File: config.mk
export PLATFORM = sky130hd
export DESIGN_NAME = srrip_row_update
export DESIGN_NICKNAME = d
export VERILOG_FILES = /design/src/rtl/srrip_pkg.sv /design/src/rtl/srrip_row_update.sv
export SDC_FILE = /design/constraint.sdc
export NUM_CORES = 1
export LEC_CHECK = 0
export BUFFER_PORTS_ARGS = -buffer_cell sky130_fd_sc_hd__buf_2
export CORE_ASPECT_RATIO = 1.75
export CORE_MARGIN = 3
export CORE_UTILIZATION = 30
export DETAILED_ROUTE_END_ITERATION = 16
export SKIP_LAST_GASP = 1
export SLEW_MARGIN = 10
export SYNTH_ARGS = -nofsm -noshare
export SYNTH_HDL_FRONTEND = slang
export SYNTH_SLANG_ARGS = --single-unit
File: constraint.sdc
create_clock -name vclk -period 8.3
set_input_delay 1.66 -clock vclk [all_inputs]
set_output_delay 1.66 -clock vclk [all_outputs]
set_load 0.01 [all_outputs]
File: src/rtl/srrip_pkg.sv
// Shared types and constants for the SRRIP victim selector.
// Holds the request and result beat layouts and the control state encoding.
// No dependencies.
package srrip_pkg;

  localparam int SET_W = 11;
  localparam int WAY_FIELD_W = 5;

  localparam logic OP_FIND = 1'b0;
  localparam logic OP_UPDATE = 1'b1;

  typedef struct packed {
    logic                   operation;
    logic [SET_W-1:0]       set_index;
    logic [WAY_FIELD_W-1:0] way_index;
    logic                   hit;
    logic                   is_writeback;
    logic                   bypass_request;
  } in_item_t;

  typedef struct packed {
    logic [WAY_FIELD_W-1:0] victim_way;
    logic                   victim_valid;
  } out_item_t;

  typedef enum logic [1:0] {
    ST_CLEAR,
    ST_IDLE,
    ST_READ,
    ST_MOD
  } fsm_state_t;

endpackage

File: src/rtl/srrip_row_update.sv
// Modify step for one row: age, pick a victim unless bypassed, or set one way.
// Uses the beat types from srrip_pkg.
module srrip_row_update #(
  parameter int NUM_WAYS = 16,
  parameter int RRPV_MAX = 3,
  parameter int VAL_W    = 2,
  parameter int ROW_W    = 32
) (
  input  srrip_pkg::in_item_t  req,
  input  logic [ROW_W-1:0]     row_in,
  output logic [ROW_W-1:0]     row_out,
  output logic                 row_we,
  output srrip_pkg::out_item_t result
);
  import srrip_pkg::*;

  localparam int WAY_W = $clog2(NUM_WAYS);

  logic [VAL_W-1:0]    top;
  logic [VAL_W-1:0]    lift;
  logic [ROW_W-1:0]    row_aged;
  logic [ROW_W-1:0]    row_set;
  logic [WAY_W-1:0]    victim;
  logic                way_ok;
  logic [RRPV_MAX:1]   any_ge;
  logic [NUM_WAYS-1:0] at_top;

  always_comb begin
    any_ge = '0;
    for (int v = 1; v <= RRPV_MAX; v++) begin
      for (int w = 0; w < NUM_WAYS; w++) begin
        if (row_in[w*VAL_W +: VAL_W] >= VAL_W'(v)) begin
          any_ge[v] = 1'b1;
        end
      end
    end
    top = '0;
    for (int v = 1; v <= RRPV_MAX; v++) begin
      if (any_ge[v]) begin
        top = VAL_W'(v);
      end
    end
  end

  assign lift = VAL_W'(RRPV_MAX) - top;

  always_comb begin
    logic [VAL_W:0] sum;
    for (int w = 0; w < NUM_WAYS; w++) begin
      sum = {1'b0, row_in[w*VAL_W +: VAL_W]} + {1'b0, lift};
      if (sum > (VAL_W+1)'(RRPV_MAX)) begin
        row_aged[w*VAL_W +: VAL_W] = VAL_W'(RRPV_MAX);
      end else begin
        row_aged[w*VAL_W +: VAL_W] = sum[VAL_W-1:0];
      end
      at_top[w] = (row_in[w*VAL_W +: VAL_W] >= top);
    end
  end

  always_comb begin
    victim = '0;
    for (int w = NUM_WAYS - 1; w >= 0; w--) begin
      if (at_top[w]) begin
        victim = WAY_W'(w);
      end
    end
  end

  assign way_ok = ({1'b0, req.way_index} < (WAY_FIELD_W+1)'(NUM_WAYS)) && !req.is_writeback;

  always_comb begin
    row_set = row_in;
    row_set[req.way_index[WAY_W-1:0]*VAL_W +: VAL_W] =
      req.hit ? '0 : VAL_W'(RRPV_MAX - 1);
  end

  always_comb begin
    row_out = row_aged;
    row_we  = 1'b0;
    result  = '0;
    case (req.operation)
      OP_FIND: begin
        row_out             = row_aged;
        row_we              = !req.bypass_request;
        result.victim_valid = 1'b1;
        result.victim_way   = req.bypass_request ? WAY_FIELD_W'(NUM_WAYS)
                                                 : WAY_FIELD_W'(victim);
      end
      OP_UPDATE: begin
        row_out = row_set;
        row_we  = way_ok;
      end
      default: begin
        row_we = 1'b0;
      end
    endcase
  end

endmodule

; ---- Word-level counts from Yosys, hierarchy flattened
; Index checks and enable logic that the tools add are counted.
[classes]
shift = 2
n_lt_le_gt_ge = 81
addsub = 18
bitwise_logic = 1
reduce_logical = 3
n_mux = 89
[ops]
columns = op, count
row1 = greater-or-equal comparator 2 bit (second input constant), 32
row2 = 2-to-1 mux 4 bit, 16
row3 = case mux 32 bit (2 select lines), 1
row4 = 2-to-1 mux 1 bit, 49
row5 = adder 2 x 2 -> 3 bit, 16
row6 = greater-than comparator 3 x 2 -> 1 bit (second input constant), 16
row7 = 2-to-1 mux 2 bit, 19
row8 = negation 5 -> 34 bit, 1
row9 = variable shift 2 x 34 -> 32 bit (first input constant), 1
row10 = variable part select 2 x 34 -> 32 bit, 1
row11 = bitwise mux 32 bit, 1
row12 = greater-or-equal comparator 2 x 1 -> 1 bit (second input constant), 16
row13 = greater-or-equal comparator 2 bit, 16
row14 = 2-to-1 mux 6 bit, 1
row15 = less-than comparator 5 bit (second input constant), 1
row16 = 2-to-1 mux 5 bit, 1
row17 = zero test 1 bit, 2
row18 = case mux 1 bit (2 select lines), 1
row19 = subtractor 2 bit (first input constant), 1
row20 = logical AND 1 bit, 1
row21 = inverter 1 bit, 1
[totals]
wordCells = 194
output_inout_bits = 39
input_bits = 52
reg_bits = 0

; ---- Depth between registers and ports, before layout
[depth]
word_depth = 39
ltp_mapped = 11
ltp_nobuf = 11

; ---- Worst setup path after synthesis
; OpenSTA, ideal clock, no wires.
[synth_timing]
kind = input to output
start = in row_in[15]
end = out result[4] (netlist name)
arrival_ns = 5.640
n_path_buf = 0
stages = 10
t_required_ns = 6.640
setup_slack_ns = 1.000
cell_sequence = nor4_1 nand4_1 or4_1 or4_4 o21ai_1 ha_1 nand2b_1 a2111oi_0 nand4_1 nor4_1
[synth_rtl]
columns = item, line_no
row1 = from (decl), srrip_row_update.sv:10  ; input logic [ROW_W-1:0] row_in,
row2 = to (decl), srrip_row_update.sv:13  ; output srrip_pkg::out_item_t result

==> metrics.yaml <==
grt:
  grt_pass1_wl_um: 14150
  gr-total-overflow: 0
  grt_use_total_pct: 18.67
  antenna_found_initial: 0
  grt_pass1_vias: 2864
  grt_max_degree: 38
sta:
  grt_setup_unrepaired: "false"
  slew_violations: 0
  worst_slack_ns: 0.7198
  fin_tns_setup_ns: 0
  timing.final.crit_share_pct: 91.33
  max_freq_mhz: 131.9
  timing.final.hold_violations: 0
  finalCriticalPeriod_ns: 7.580
  relSlewSlack_pct: 27.51
  max_slew.worst_pin.slew_ns: 1.085
  setup_viol: 0
logic_synthesis:
  synth_nets: 474
  netlist_instances: 356
  seq_area_frac_synth_pct: 0
  netlist_area_um2: 2521
  synth.distinct_cells: 44
  yosysTopAreaCellShare_pct: 24.81
  avgSynthCellArea_um2: 7.082
  yosys.area.top_type: "ha_1"
  yosys_warnings: 0
  synth_area_leaders: "ha_1, fa_1, inv_1"
final_layout:
  multi_input_area_um2: 2242
  n_clock_buffer: 0
  diodes: 0
  post_layout_nonfiller_instances: 520
  finalInstanceArea_um2: 3018
  nets: 550
  drive_gt1_share_pct: 20.00
  design.seq.count: 0
  areaGrowthSynthToFinish_pct: 19.70
  nFillCells: 892
  area.sequential_um2: 0
pwr:
  comb_power_share_pct: 100.0
  power.density_nw_per_um2: 43.59
  switching_share_pct: 61.59
  internal_power_mw: 0.05053
  power.total_mw: 0.1315
  pwr-share-clk_pct: 0
  pwr-share-seq_pct: 0
  netSwitchingPower_mw: 0.08101
  power_leakage_nw: 1.540
  irDropWorstVdd_v: 0.00001681
setup_path:
  cp.arrival_ns: 5.92
  crit_required_ns: 6.64
  start_kind: "input port"
  critPathMaxFanout: 19
  cp_cell_sequence: "buf_2, nor4_1, nand4_1, or4_1, or4_4, o21ai_1, ha_1, nand2b_1, a2111oi_0, buf_4, nand4_1, nor4_1, buf_2"
  end_kind: "output pin"
  max_stage_delay_ns: 0.66
  path_buf_inv: 3
  crit_family: "simple AND/OR/NAND/NOR gates"
  crit_type: "in -> out"
  cp_slowest_cell: "or4_4"
route:
  drt-wirelength-per-cell_um: 17.42
  drc: 0
  dr.pass1.iters: 4
  via_per_inst: 5.500
  wl_um: 9059
  first_iter_violations: 124
  vias: 2860
  ant_nets: 0
placed_design:
  io_buffers: 80
  place_ws_ns: 0.7118
  dpl.hpwl_um: 7505
  place_inst: 520
  gp_congestion: 0.8639
  placed_area_um2: 3018
floorplan:
  die_w_um: 75.30
  ios: 91
  start_util_pct: 31.24
  rows: 43
  coreArea_um2: 8070
  die_h_um: 127.3
  die_area_um2: 9583
min_path:
  whs_path_depth: 3
  min_from: "req[0]"
  hold_path_end: "row_we"
  hold_class: "in -> out"
job:
  cap_violations: 0
clock_network:
  ctsHoldBuffers: 0
  cts_setup_buffers: 0
  cts_resized: 0
status:
  status: "complete, no violations"
==> power groups by stage <==
| stage | combinational, mW | sequential, mW | clock, mW |
|---|---|---|---|
| 3_3_place_gp | 0.128 | 0 | 0 |
| 2_1_floorplan | 0.0755 | 0 | 0 |
| 6_report | 0.132 | 0 | 0 |
| 4_1_cts | 0.131 | 0 | 0 |
| 5_1_grt | 0.146 | 0 | 0 |
| 3_5_place_dp | 0.131 | 0 | 0 |
==> final cells by class <==
type | count | area share [%]
inverter | 66 | 8.209
multi-input combinational | 282 | 74.30
tap | 90 | 3.731
timing repair buffer | 82 | 13.76
==> synth_stat cells (2+ instances only) <==
cell / count
a2111oi_0: 2
a211oi_1: 3
a21o_1: 5
a21oi_1: 42
a221oi_1: 2
a22o_1: 2
a22oi_1: 4
a31oi_1: 21
and2_1: 6
and3_1: 10
clkbuf_1: 6
fa_1: 16
ha_1: 50
inv_1: 62
inv_2: 3
mux2i_1: 9
nand2_1: 25
nand2b_1: 19
nand3_1: 6
nand4_1: 6
nor2_1: 7
nor2b_1: 7
nor3_1: 3
nor4_1: 9
o211ai_1: 3
o21ai_0: 2
o21ai_1: 3
o22ai_1: 6
o31ai_1: 2
==> cells by family after synthesis <==
kind of cell	Yosys count	share of synthesized area (%)
buf+inv	74	11.07
compound gates	101	24.52
fa+ha+maj	66	37.52
simple gates	105	22.98
mux	9	3.573
xor+xnor	1	0.3475
==> placed cells by master, fill, tap and decap left out, drive strengths merged, types with 3 or more instances in the layout <==
master / n
buf: 82
inv: 65
ha: 50
a21oi: 42
nand2: 25
a31oi: 21
nand2b: 19
fa: 16
and3: 10
nor4: 9
mux2i: 9
nor2: 7
nor2b: 7
nand4: 6
nand3: 6
and2: 6
o22ai: 6
a21o: 5
o21ai: 5
a22oi: 4
nor3: 3
a211oi: 3
o211ai: 3
a2111oi: 3
==> how the worst max path moves through the flow <==
stage | start | end | slack [ns] | cells past startpoint
floorplan | row_in[15] | result[4] | 1.0 | 10
CTS | row_in[15] | result[4] | 0.69 | 13
global route | row_in[15] | result[4] | 0.42 | 13
detailed placement | row_in[15] | result[4] | 0.71 | 13
global placement | row_in[15] | result[1] | 0.68 | 14
finish | row_in[15] | result[4] | 0.72 | 13
==> layer usage <==
metal,global-route usage [%],routed length (um)
met1,21.66,3486
met2,34.54,4828
met3,1.181,419
met4,6.385,324
met5,0,0
==> metrics by stage <==
step                hold WS [ns]  utilization [%]
detailed placement         3.626            37.40
CTS                        3.626            37.40
global placement           3.622            37.40
finish                     3.621            37.40
global route               3.651            37.40
floorplan                  3.434                -
Power figures use the tool's default switching activity.
